<file path="src/hdl/kvt_pkg.sv">
// Shared constants, word types and helpers for the keyed value table.
package kvt_pkg;

    localparam int ENTRIES   = 64;
    localparam int LIFE_BITS = 16;
    localparam int KEY_W     = 32;
    localparam int VAL_W     = 32;
    localparam int LIFE_IN_W = 16;
    localparam int CNT_OUT_W = 7;
    localparam int IDX_W     = (ENTRIES > 1) ? $clog2(ENTRIES) : 1;
    localparam int WALK_W    = $clog2(ENTRIES + 1);

    // operation codes carried in the mode field
    typedef enum logic [2:0] {
        MODE_SET    = 3'd0,
        MODE_ADD    = 3'd1,
        MODE_LOOKUP = 3'd2,
        MODE_REMOVE = 3'd3,
        MODE_TICK   = 3'd4
    } t_mode;

    typedef struct packed {
        logic [2:0]                  mode;
        logic [KEY_W-1:0]            key;
        logic signed [VAL_W-1:0]     value;
        logic [LIFE_IN_W-1:0]        lifetime;
    } t_in_word;

    typedef struct packed {
        logic                        found;
        logic signed [VAL_W-1:0]     stored_value;
        logic [CNT_OUT_W-1:0]        removed_count;
        logic                        status;
    } t_out_word;

    // controller to datapath commands
    typedef struct packed {
        logic             load;
        logic             rd_en;
        logic [IDX_W-1:0] rd_idx;
        logic             finish;
    } t_dp_cmd;

    // datapath to controller status
    typedef struct packed {
        logic out_free;
    } t_dp_sts;

    // saturate a requested lifetime to the stored width
    function automatic logic [LIFE_BITS-1:0] fit_life(input logic [LIFE_IN_W-1:0] life);
        logic [32:0] ext;
        logic [32:0] mask;
        ext  = 33'(life);
        mask = 33'((64'd1 << LIFE_BITS) - 64'd1);
        return (ext > mask) ? mask[LIFE_BITS-1:0] : ext[LIFE_BITS-1:0];
    endfunction

endpackage

</file>
<file path="src/hdl/kvt_ctrl.sv">
// Sequencer that accepts a word, walks the table and triggers the finish step.
module kvt_ctrl import kvt_pkg::*; (
    input  logic    i_clk,
    input  logic    i_rst_n,
    input  logic    i_in_valid,
    output logic    o_in_ready,
    input  t_dp_sts i_sts,
    output t_dp_cmd o_cmd
);

    typedef enum logic [2:0] {
        ST_IDLE   = 3'b001,
        ST_SWEEP  = 3'b010,
        ST_FINISH = 3'b100
    } t_state;

    t_state            r_state, n_state;
    logic [WALK_W-1:0] r_cnt, n_cnt;

    // next state and walk counter
    always_comb begin
        n_state = r_state;
        n_cnt   = r_cnt;
        case (r_state)
            ST_IDLE: begin
                n_cnt = '0;
                if (i_in_valid) begin
                    n_state = ST_SWEEP;
                end
            end
            ST_SWEEP: begin
                n_cnt = r_cnt + WALK_W'(1);
                if (r_cnt == WALK_W'(ENTRIES)) begin
                    n_state = ST_FINISH;
                end
            end
            ST_FINISH: begin
                if (i_sts.out_free) begin
                    n_state = ST_IDLE;
                end
            end
            default: begin
                n_state = ST_IDLE;
            end
        endcase
    end

    always_ff @(posedge i_clk) begin
        if (!i_rst_n) begin
            r_state <= ST_IDLE;
            r_cnt   <= '0;
        end else begin
            r_state <= n_state;
            r_cnt   <= n_cnt;
        end
    end

    // drive datapath commands
    assign o_in_ready   = (r_state == ST_IDLE);
    assign o_cmd.load   = (r_state == ST_IDLE) && i_in_valid;
    assign o_cmd.rd_en  = (r_state == ST_SWEEP) && (r_cnt < WALK_W'(ENTRIES));
    assign o_cmd.rd_idx = r_cnt[IDX_W-1:0];
    assign o_cmd.finish = (r_state == ST_FINISH) && i_sts.out_free;

endmodule

</file>
<file path="config.mk">
export PLATFORM = sky130hd
export DESIGN_NAME = kvt_ctrl
export DESIGN_NICKNAME = d
export VERILOG_FILES = /design/src/hdl/kvt_pkg.sv /design/src/hdl/kvt_ctrl.sv
export SDC_FILE = /design/constraint.sdc
export NUM_CORES = 1
export LEC_CHECK = 0
export ABC_CLOCK_PERIOD_IN_PS = 1300
export BUFFER_PORTS_ARGS = -buffer_cell sky130_fd_sc_hd__buf_2
export CAP_MARGIN = 20
export CORE_UTILIZATION = 40
export DETAILED_ROUTE_END_ITERATION = 8
export SYNTH_ARGS = -nofsm -noshare
export SYNTH_HDL_FRONTEND = slang
export SYNTH_SLANG_ARGS = --single-unit
</file>
<file path="constraint.sdc">
create_clock -name i_clk -period 1.3 [get_ports i_clk]
set_input_delay 0.39 -clock i_clk [delete_from_list [all_inputs] [get_ports i_clk]]
set_output_delay 0.39 -clock i_clk [all_outputs]
set_load 0.02 [all_outputs]
</file>
# After elaboration in Yosys (flattened, before gate mapping)
# Cells that the tools add are included.
[totals] register_bits=10 latchBits=0 ramBits=0 romBits=0 output_inout_bits=10 word_cells=21 n_memories=0
[op_classes] n_addsub=1 mul=0 div_mod_pow=0 order_cmp=1 n_eq_ne=7 shifts=0 mux=5 n_bitwise=0 reduce_logical=5
[op_table] cell="7-bit one-hot mux with 2 select lines" count=1
[op_table] cell="3-bit two-way mux" count=3
[op_table] cell="3-bit one-hot mux with 3 select lines" count=1
[op_table] cell="7-bit by 1-bit adder with 7-bit output, second input constant" count=1
[op_table] cell="7-bit equality test, second input constant" count=1
[op_table] cell="7-bit less-than comparator, second input constant" count=1
[op_table] cell="2-bit inequality test, second input constant" count=3
[op_table] cell="3-bit by 1-bit equality test with 1-bit output, second input constant" count=1
[op_table] cell="3-bit by 2-bit equality test with 1-bit output, second input constant" count=1
[op_table] cell="3-bit equality test, second input constant" count=1
[op_table] cell="1-bit logical AND" count=3
[op_table] cell="3-bit AND reduction" count=1
[op_table] cell="2-bit nonzero test" count=1

# Depth between registers and ports, before layout
# Gate-level depths: netlist of run 1.
[logic_depth] ltp_word=3 mapped_depth=5

# Worst setup path after synthesis of run 1
# No wires, ideal clock.
[synth_timing] kind="register to output" start="register r_state[0]" end="output o_in_ready" arrival_time_ns=1.111 slack_ns=-0.201 path_stages_with_launch=4 n_path_buf=1 cell_sequence="dfxtp_1 -> buf_2 -> or3b_2 -> inv_1"
[synth_between] elab_chain_cells=1
[synth_lines] element="from (decl)" line_no="kvt_ctrl.sv:17" source="t_state r_state, n_state;"
[synth_lines] element="from (signal assigned)" line_no="kvt_ctrl.sv:53" source="r_state <= n_state;"
[synth_lines] element="3-bit by 1-bit equality test with 1-bit output" line_no="kvt_ctrl.sv:59" source="assign o_in_ready = (r_state == ST_IDLE);"
[synth_lines] element="to (decl)" line_no="kvt_ctrl.sv:6" source="output logic o_in_ready,"
# No other way between the ends.

==> results of run 1 <==
-- worst reg2reg max path, delay by kind of cell (launching register included) --
family / cells / cell delay, ns
AOI/OAI and AO/OA: 1 / 0.12
and+or+nand+nor: 2 / 0.77
DFF: 1 / 0.35
buffers and inverters: 2 / 0.26
-- kinds of logic after synthesis --
| family | after synthesis | share of synthesized area, % |
|---|---|---|
| compound gates | 16 | 14.8 |
| mux | 2 | 3.16 |
| buf+inv | 15 | 12.6 |
| fa+ha+maj | 2 | 3.94 |
| simple gates | 36 | 33.9 |
| flops | 10 | 31.6 |
-- power by group through the flow --
| stage | combinational [W] | sequential, W | clock, W |
|---|---|---|---|
| after floorplan | 0.0000633 | 0.000323 | 0 |
| after global placement | 0.000109 | 0.000323 | 0 |
| after detailed placement | 0.000110 | 0.000323 | 0 |
| after CTS | 0.000142 | 0.000318 | 0.000301 |
| after global routing | 0.000174 | 0.000317 | 0.000322 |
| final | 0.000164 | 0.000316 | 0.000300 |
-- placed cells by master, fill, tap and decap left out, types with 3 or more instances in the layout --
master	synthesis	final
nand2_1	4	4
clkbuf_4	0	3
a21oi_1	5	3
o21ai_0	4	4
inv_1	5	4
nand3_1	6	6
nand2b_1	3	3
dfxtp_2	0	8
nor2_1	6	3
buf_2	1	6
a31oi_1	3	3
buf_4	6	15
buf_6	0	12
-- per-stage QoR --
step           power [W]  setup TNS (ns)  hold WS (ns)  instances  utilization (%)
2_1_floorplan   0.000386         -0.0745         0.473         81                -
3_3_place_gp    0.000432          -0.219         0.517        114             52.0
3_5_place_dp    0.000433          -0.367         0.523        114             52.0
4_1_cts         0.000761           -1.55         0.364        122             61.0
5_1_grt         0.000813           -2.22         0.362        125             67.6
6_report        0.000780           -1.86         0.359        125             67.6
-- layout make-up --
type	instances	area, um2	share of cell area [%]
multi-input cells	56	424	42.2
repair buffers	34	293	29.1
flip-flops and latches	10	214	21.3
clock buffers	4	36.3	3.61
well taps	16	20.0	1.99
inverters	5	18.8	1.87
-- sequential cells by signal (all words and copies together), names as in the netlist --
signal / flops
r_state: 3
r_cnt: 7
-- path summary, 6_finish.rpt --
kind,from,end,slack [ns],cells past startpoint
min,i_rst_n,r_state[0]$_SDFFE_PN1P_,0.36,2
max reg2reg,r_state[0]$_SDFFE_PN1P_,r_cnt[3]$_SDFFE_PN0N_,-0.28,5
max,r_state[0]$_SDFFE_PN1P_,o_cmd[7],-0.35,3
min reg2reg,r_cnt[4]$_SDFFE_PN0N_,r_cnt[4]$_SDFFE_PN0N_,0.53,2
-- per-layer routing --
layer / vias to the layer above / global-route usage (%)
met5: - / 0
met4: 0 / 14.2
met3: 7 / 6.52
met2: 19 / 35.3
met1: 316 / 22.3
li1: 341 / -
-- timing repair --
action                                  in CTS  in global routing
resized for setup                           20                 23
pin swaps                                    8                  6
endpoints found under the setup margin      12                 16
buffers inserted                             4                  3
-- synthesized netlist by cell type --
library cell,number
clkbuf_1,2
buf_4,6
a21oi_1,5
nand3b_1,1
or3b_2,1
o21ai_0,4
nor2b_1,1
or3_1,2
nand4_1,2
buf_2,1
and3_1,2
o31ai_1,1
ha_1,2
nor4bb_1,1
dfxtp_1,10
a211oi_1,1
mux2i_1,2
and2_1,2
nor4b_1,1
nand4bb_1,1
or2b_1,1
nand2_1,4
nand3_1,6
buf_1,1
or3b_4,1
o311ai_0,1
o22ai_1,1
a31oi_1,3
or4_1,1
nand2b_1,3
inv_1,5
nor2_1,6
==> metrics.cfg, run 1 <==
[run_status]
outcome = finished, violations left
violations = negative setup slack

[drt]
drt-met1-wl_um = 735
drc = 0
drt_iter0_markers = 20
wl_per_cell_um = 14.0
drt_pass1_iterations = 4
top_layer_used = met4
via_per_inst = 5.46
met2WireLength_um = 876
met3_length_um = 84
via_count = 683
antenna_left = 0
drt_wl_total_mm = 1.75

[synthesis]
syn_area_per_cell_um2 = 7.83
synth_seq_cells = 10
yosysTopAreaCellShare_pct = 31.6
synth_fp_nets = 87
ys_types = 32
ys_seq_area_share_pct = 31.6
netlist_top_cells_area = dfxtp_1 (32%), buf_4 (7.1%), nand3_1 (4.7%)
ys.warnings.count = 0
yosys.area.top_type = dfxtp_1
synth_area_um2 = 634
syn_inst = 81

[grt]
grt_pass1_wl_mm = 2.69
grtUsageTotal_pct = 21.0
grt_max_degree = 12
overflow = 0
antenna_found_initial = 0
grt_pass1_vias = 625

[timing]
period_minus_slack_ns = 1.65
slew_headroom_pct = 77.8
slew_violations = 0
hold_viol = 0
finalCritPeriodShare_pct = 127
max_freq_mhz = 606
rsz0062_at_grt = true
setup-violations-final = 7
finClkSkew_ns = 0.0128
tightest_slew_ns = 0.328
fin_ws_ns = -0.350

[critical_path]
critical_path_required_ns = 0.91
cp_top_family = simple AND/OR/NAND/NOR gates
critPathMaxFanout = 3
slowest_stage = or3b_4
crit_path_max_incr_delay_ns = 0.41
path_class = reg2out
cp_cell_sequence = or3b_4 -> nor2_4 -> buf_6
worst_setup_path_end_kind = output port
worst-path-buf-inv = 1
critPathArrivalTime_ns = 1.26
worst_setup_path_start_kind = flop

[final_layout]
postLayoutCellArea_um2 = 1010
drive_gt1_share_pct = 56.0
n_fill_cell = 130
antenna_cells = 0
nets = 116
syn2layout_area_growth_pct = 58.6

[pwr]
share_comb_of_total_power_pct = 21.0
p_leak_nw = 0.427
switching_share_pct = 26.6
p_int_w = 0.000572
clkPwrFrac_pct = 38.4
p_per_area_nw_per_um2 = 776
power_switching_w = 0.000208
peakVddDrop_mv = 0.440
p_seq_share_pct = 40.5

[placed_design]
dpl.hpwl_mm = 1.12
numPortBuffers = 13
place.gp.congestion = 0.756
dpl_worst_slack_ns = -0.0997
place_area_um2 = 774

[die]
coreArea_um2 = 1490
rows = 14
dieArea_um2 = 1750
dieHeight_um = 41.8
initial_utilization_pct = 42.6
ios = 14
chipWidth_um = 41.8

[clocking]
worst_skew_pair.late_latency_ns = 0.29
htree_levels = 1
ctsHoldBuffers = 0
clockBufferDepth = 2
cts.sinks = 10
cts_buffers = 3
cts_tree = done
clk_pin_slew_ns = 0.08
clock-root-buffer = clkbuf_4

[worst_hold_path]
hold_path.class = in2reg

[job]
cap_violations = 0

Power figures use the tool's default switching activity.
==> run 2, diff against run 1 <==
Settings changed: ABC_AREA set to 1.
==> run 2 against run 1 <==
Net effect: via count decreased by 11%; critical path type unchanged; hold slack improved by 0.020 ns; core utilization decreased by 8.3 points; synthesized area increased by 0.59%; sequential power increased by 15%; sequential share of layout area increased by 2.4 points; global-route usage decreased by 5.5 points; the flow still finishes with violations (negative setup slack); combinational power increased to 2.5 times the previous value.
==> metrics.cfg, run 2 <==
[run_status]
outcome = finished, violations left
violations = negative setup slack

[synthesis]
ys.warnings.count = 0
synth.most_common_cell = nor2_1
ys_types = 22
synth_xor_area_share_pct = 0
synth_edf_count = 0
synth_area_um2 = 638
yosysTopAreaCellShare_pct = 31.4
synth_fp_nets = 94
syn_area_per_cell_um2 = 7.25
synth_top_family_by_area = simple AND/OR/NAND/NOR gates
synth_fa_ha_area_share_pct = 3.92
synthMuxAreaShare_pct = 0
synth_seq_cells = 10
ys_seq_area_share_pct = 31.4
synth-simple-area-share_pct = 36.1
syn_inst = 88
synthFlopType = dfxtp_1
async_reset_ff_share_pct = 0
yosys.area.top_type = dfxtp_1
synthTopCellsByCount = nor2_1 (15), inv_1 (11), nand2_1 (11), dfxtp_1 (10), nand3_1 (7)
synth_compound_area_share_pct = 12.4
netlist_top_cells_area = dfxtp_1 (31%), nor2_1 (8.8%), buf_4 (7.1%)

[drt]
met3_length_um = 43
drt_pass1_iterations = 4
drc = 0
top_layer_used = met4
antenna_left = 0
via_per_inst = 4.77
met2WireLength_um = 622
drt-met1-wl_um = 591
drt_wl_total_mm = 1.27
drt_iter0_markers = 6
via_count = 606
wl_per_cell_um = 9.98

[critical_path]
path_class = reg2out
startpoint = r_state[2]$_SDFFE_PN0P_
worst_setup_path_end_kind = output port
critical_path_required_ns = 0.91
r2r_start = r_state[0]$_SDFFE_PN1P_
worst_setup_path_start_kind = flop
critPathArrivalTime_ns = 1.04
critPathMaxFanout = 5

[final_layout]
syn2layout_area_growth_pct = 40.0
nets = 119
largest_reg_flops = 7
largest_register = r_cnt
reg.largest.list = r_cnt: 7 flops, r_state: 3 flops
final_cell_mix = buf_4 (15), nor2_1 (12), nand2_1 (10), inv_1 (9), buf_2 (8)
multi_input_area_um2 = 387
drive_gt1_share_pct = 51.4
fin_cells = 127
antenna_cells = 0
n_fill_cell = 137
seqCellArea_um2 = 211
final_common_cell = buf_4

[worst_hold_path]
min-delay-start = i_rst_n
hold_path.class = in2reg

[timing]
slew_violations = 0
hold_viol = 0
rsz0062_at_grt = true
slew_headroom_pct = 85.0
fin_ws_ns = -0.128
timing.setup.tns_ns = -0.407
period_minus_slack_ns = 1.43
setup-violations-final = 4
finClkSkew_ns = 0.00587
tightest_slew_ns = 0.224
finalCritPeriodShare_pct = 110
max_freq_mhz = 700

[clocking]
ctsHoldBuffers = 0
cts.sinks = 10
cts_tree = done
clk_pin_slew_ns = 0.06
htree_levels = 1
clockBufferDepth = 2
clock-root-buffer = clkbuf_4
worst_skew_pair.late_latency_ns = 0.26
cts_buffers = 3

[placed_design]
place.gp.congestion = 0.792
numPortBuffers = 13
dpl.hpwl_um = 923
dp.cells = 116
dpl_worst_slack_ns = 0.0273

[die]
dieArea_um2 = 1760
coreArea_um2 = 1510
dieHeight_um = 41.9
initial_utilization_pct = 42.4
chipWidth_um = 41.9
rows = 14
ios = 14

[grt]
overflow = 0
grt_pass1_vias = 526
grtUsageTotal_pct = 15.6
grt_max_degree = 8
antenna_found_initial = 0
grt_pass1_wl_mm = 2.07

[pwr]
peakVddDrop_mv = 0.608
finalPower_w = 0.000975
p_per_area_nw_per_um2 = 1090
p_leak_nw = 0.412

[job]
cap_violations = 0

==> run 2: per-layer routing <==
metal  GRT usage [%]  vias up
met5               0        -
met4            9.68        0
met3            2.61        2
met2            24.4       11
met1            19.8      268
li1                -      325
==> run 2: cells by family after synthesis <==
kind of cell               count (synthesis)
DFF                                       10
AOI/OAI and AO/OA                         12
buffers and inverters                     21
adders and majority gates                  2
and+or+nand+nor                           43
==> run 2: layout make-up <==
type | instances | area share [%]
Clock buffer | 3 | 2.52
Inverter | 15 | 7.42
Multi-Input combinational cell | 57 | 43.3
Sequential cell | 10 | 23.7
Tap cell | 16 | 2.24
Timing Repair Buffer | 26 | 20.9
==> run 2: path summary, 6_finish.rpt <==
kind	end	slack (ns)	depth (start not counted)
worst max register to register	r_cnt[3]$_SDFFE_PN0N_	0.05	6
worst min-delay path	r_state[0]$_SDFFE_PN1P_	0.38	2
worst max-delay path	o_cmd[8]	-0.13	6
worst min register to register	r_cnt[2]$_SDFFE_PN0N_	0.51	2
==> run 2: critical path: stages, from the launching register on <==
cell and delay (ns):
dfxtp_2 0.33, inv_4 0.10, nand3_4 0.08, inv_4 0.07, nand2_4 0.05, inv_2 0.05, buf_6 0.10
==> run 2: power breakdown <==
part / internal (W) / switching, W
sequential: 0.000331 / 0.0000321
combinational: 0.000212 / 0.000199
clock: 0.000106 / 0.0000949
==> run 2: through the flow <==
stage | area (um2) | util, % | hold WS (ns)
floorplan | 644 | - | 0.474
global placement | 722 | 47.9 | 0.535
detailed placement | 722 | 47.9 | 0.543
CTS | 807 | 53.6 | 0.377
global route | 893 | 59.3 | 0.373
finish | 893 | 59.3 | 0.379
==> run 2: timing repair <==
| item | 4_1_cts | 5_1_grt |
|---|---|---|
| setup endpoints to repair | 4 | 9 |
| pin swaps | 2 | 3 |
| gates resized for setup | 13 | 17 |
| buffers inserted | 5 | 3 |
==> run 3, diff against run 2 <==
Settings changed: GPL_TIMING_DRIVEN set to 0.
==> run 3 against run 2 <==
Net effect: critical path depth fell by 4; sequential power fell by 2%; clock-buffer cell count did not move; die area did not move; the run still ends with negative setup slack left; highest routed layer unchanged; register-to-register slack improved by 0.04 ns; critical endpoint is now o_cmd[0]; global-route usage rose by 0.17 points; clock skew fell by 0.0024 ns; cell count rose by 1.6%.
==> metrics.cfg, run 3 (same netlist as run 2, synthesis figures left out) <==
[run_status]
outcome = finished, violations left
violations = negative setup slack

[job]
cap_violations = 0

[final_layout]
drive_gt1_share_pct = 54.0
final_common_cell = buf_4
syn2layout_area_growth_pct = 41.2
reg.largest.list = r_cnt: 7 flops, r_state: 3 flops
nets = 121
largest_register = r_cnt
fin_util_pct = 59.8
n_fill_cell = 145
largest_reg_flops = 7
final_cell_mix = buf_4 (15), nor2_1 (13), nand2_1 (10), inv_1 (9), buf_2 (9)
antenna_cells = 0
postLayoutCellArea_um2 = 901

[placed_design]
dpl.hpwl_um = 947
place.gp.congestion = 0.729
place_area_um2 = 729
numPortBuffers = 13

[critical_path]
cp_cell_sequence = nor4_2 -> buf_2
slowest_stage = dfxtp_4
critical_path_required_ns = 0.91
worst-path-buf-inv = 1
critPathArrivalTime_ns = 1.04
critPathMaxFanout = 5
crit_path_max_incr_delay_ns = 0.37
cp_top_family = flip-flops
worst_setup_path_start_kind = flop
path_class = reg2out
worst_setup_path_end_kind = output port

[drt]
via_count = 607
drc = 0
drt_wl_total_mm = 1.36
wl_per_cell_um = 10.5
drt_iter0_markers = 8
via_per_inst = 4.71
antenna_left = 0
drt_pass1_iterations = 4

[timing]
tightest_slew_ns = 0.216
fin_ws_ns = -0.132
finClkSkew_ns = 0.00351
timing.setup.tns_ns = -0.408
slew_headroom_pct = 85.6
period_minus_slack_ns = 1.43
hold_viol = 0
max_freq_mhz = 698
setup-violations-final = 4
finalCritPeriodShare_pct = 110
slew_violations = 0
rsz0062_at_grt = true

[die]
chipWidth_um = 41.9
ios = 14
dieHeight_um = 41.9
initial_utilization_pct = 42.4
rows = 14
dieArea_um2 = 1760
coreArea_um2 = 1510

[clocking]
worst_skew_pair.late_latency_ns = 0.26
htree_levels = 1
clockBufferDepth = 2
cts_buffers = 3
ctsHoldBuffers = 0
clk_pin_slew_ns = 0.06
cts.sinks = 10
cts_tree = done
clock-root-buffer = clkbuf_4

[pwr]
peakVddDrop_mv = 0.575
p_leak_nw = 0.430
finalPower_w = 0.000924
p_per_area_nw_per_um2 = 1030

[grt]
grt_pass1_wl_mm = 2.16
overflow = 0
antenna_found_initial = 0
grt_max_degree = 8
grtUsageTotal_pct = 15.7
grt_pass1_vias = 516

[worst_hold_path]
hold_path.class = in2reg

[run 3: cell count changes in the layout (fill, tap and decap cells not counted), sizes merged]
cell,delta
buf,+2
[run 3: cell type report]
cell class / count / area, um2 / area share [%]
clock buffer: 3 / 22.5 / 2.50
buffer: 6 / 45.0 / 5.00
sequential: 10 / 224 / 24.9
inverter: 15 / 66.3 / 7.36
multi-input combinational: 57 / 365 / 40.6
timing repair buffer: 22 / 158 / 17.5
tap: 16 / 20.0 / 2.22
[run 3: worst paths after layout]
path                            slack, ns  cells after the start                    start                      end
worst max-delay path                -0.13                      2  r_state[0]$_SDFFE_PN1P_                 o_cmd[0]
worst min-delay path                 0.38                      2                  i_rst_n  r_state[0]$_SDFFE_PN1P_
worst max register to register       0.09                      5    r_cnt[1]$_SDFFE_PN0N_    r_cnt[4]$_SDFFE_PN0N_
worst min register to register       0.45                      1    r_cnt[0]$_SDFFE_PN0N_    r_cnt[0]$_SDFFE_PN0N_
[run 3: routing by layer]
| metal | GRT usage, % | part of all wire, % | vias to the layer above |
|---|---|---|---|
| li1 | - | - | 326 |
| met1 | 21.6 | 48 | 266 |
| met2 | 23.8 | 48 | 13 |
| met3 | 2.61 | 3.3 | 2 |
| met4 | 7.74 | 0.81 | 0 |
| met5 | 0 | 0 | - |
[run 3: power breakdown]
| group | leakage [nW] | switching [W] | total [W] | internal, W |
|---|---|---|---|---|
| logic | 0.329 | 0.000188 | 0.000367 | 0.000178 |
| registers | 0.0863 | 0.0000293 | 0.000355 | 0.000326 |
| clock network | 0.0138 | 0.0000956 | 0.000202 | 0.000106 |
| total | 0.430 | 0.000313 | 0.000924 | 0.000611 |
[run 3: what timing repair did]
item | in CTS | in global routing
setup buffers | 4 | 5
endpoints found under the setup margin | 8 | 12
hold endpoints to repair | 0 | 0
gates resized for setup | 19 | 14
pin swaps | 3 | 2
[run 3: metrics by stage]
stage / hold slack [ns] / cells / setup slack (ns)
6_report: 0.383 / 129 / -0.132
5_1_grt: 0.380 / 129 / -0.206
4_1_cts: 0.383 / 124 / -0.150
3_5_place_dp: 0.525 / 117 / -0.0517
3_3_place_gp: 0.512 / 117 / -0.0357
2_1_floorplan: 0.474 / 88 / 0.00660
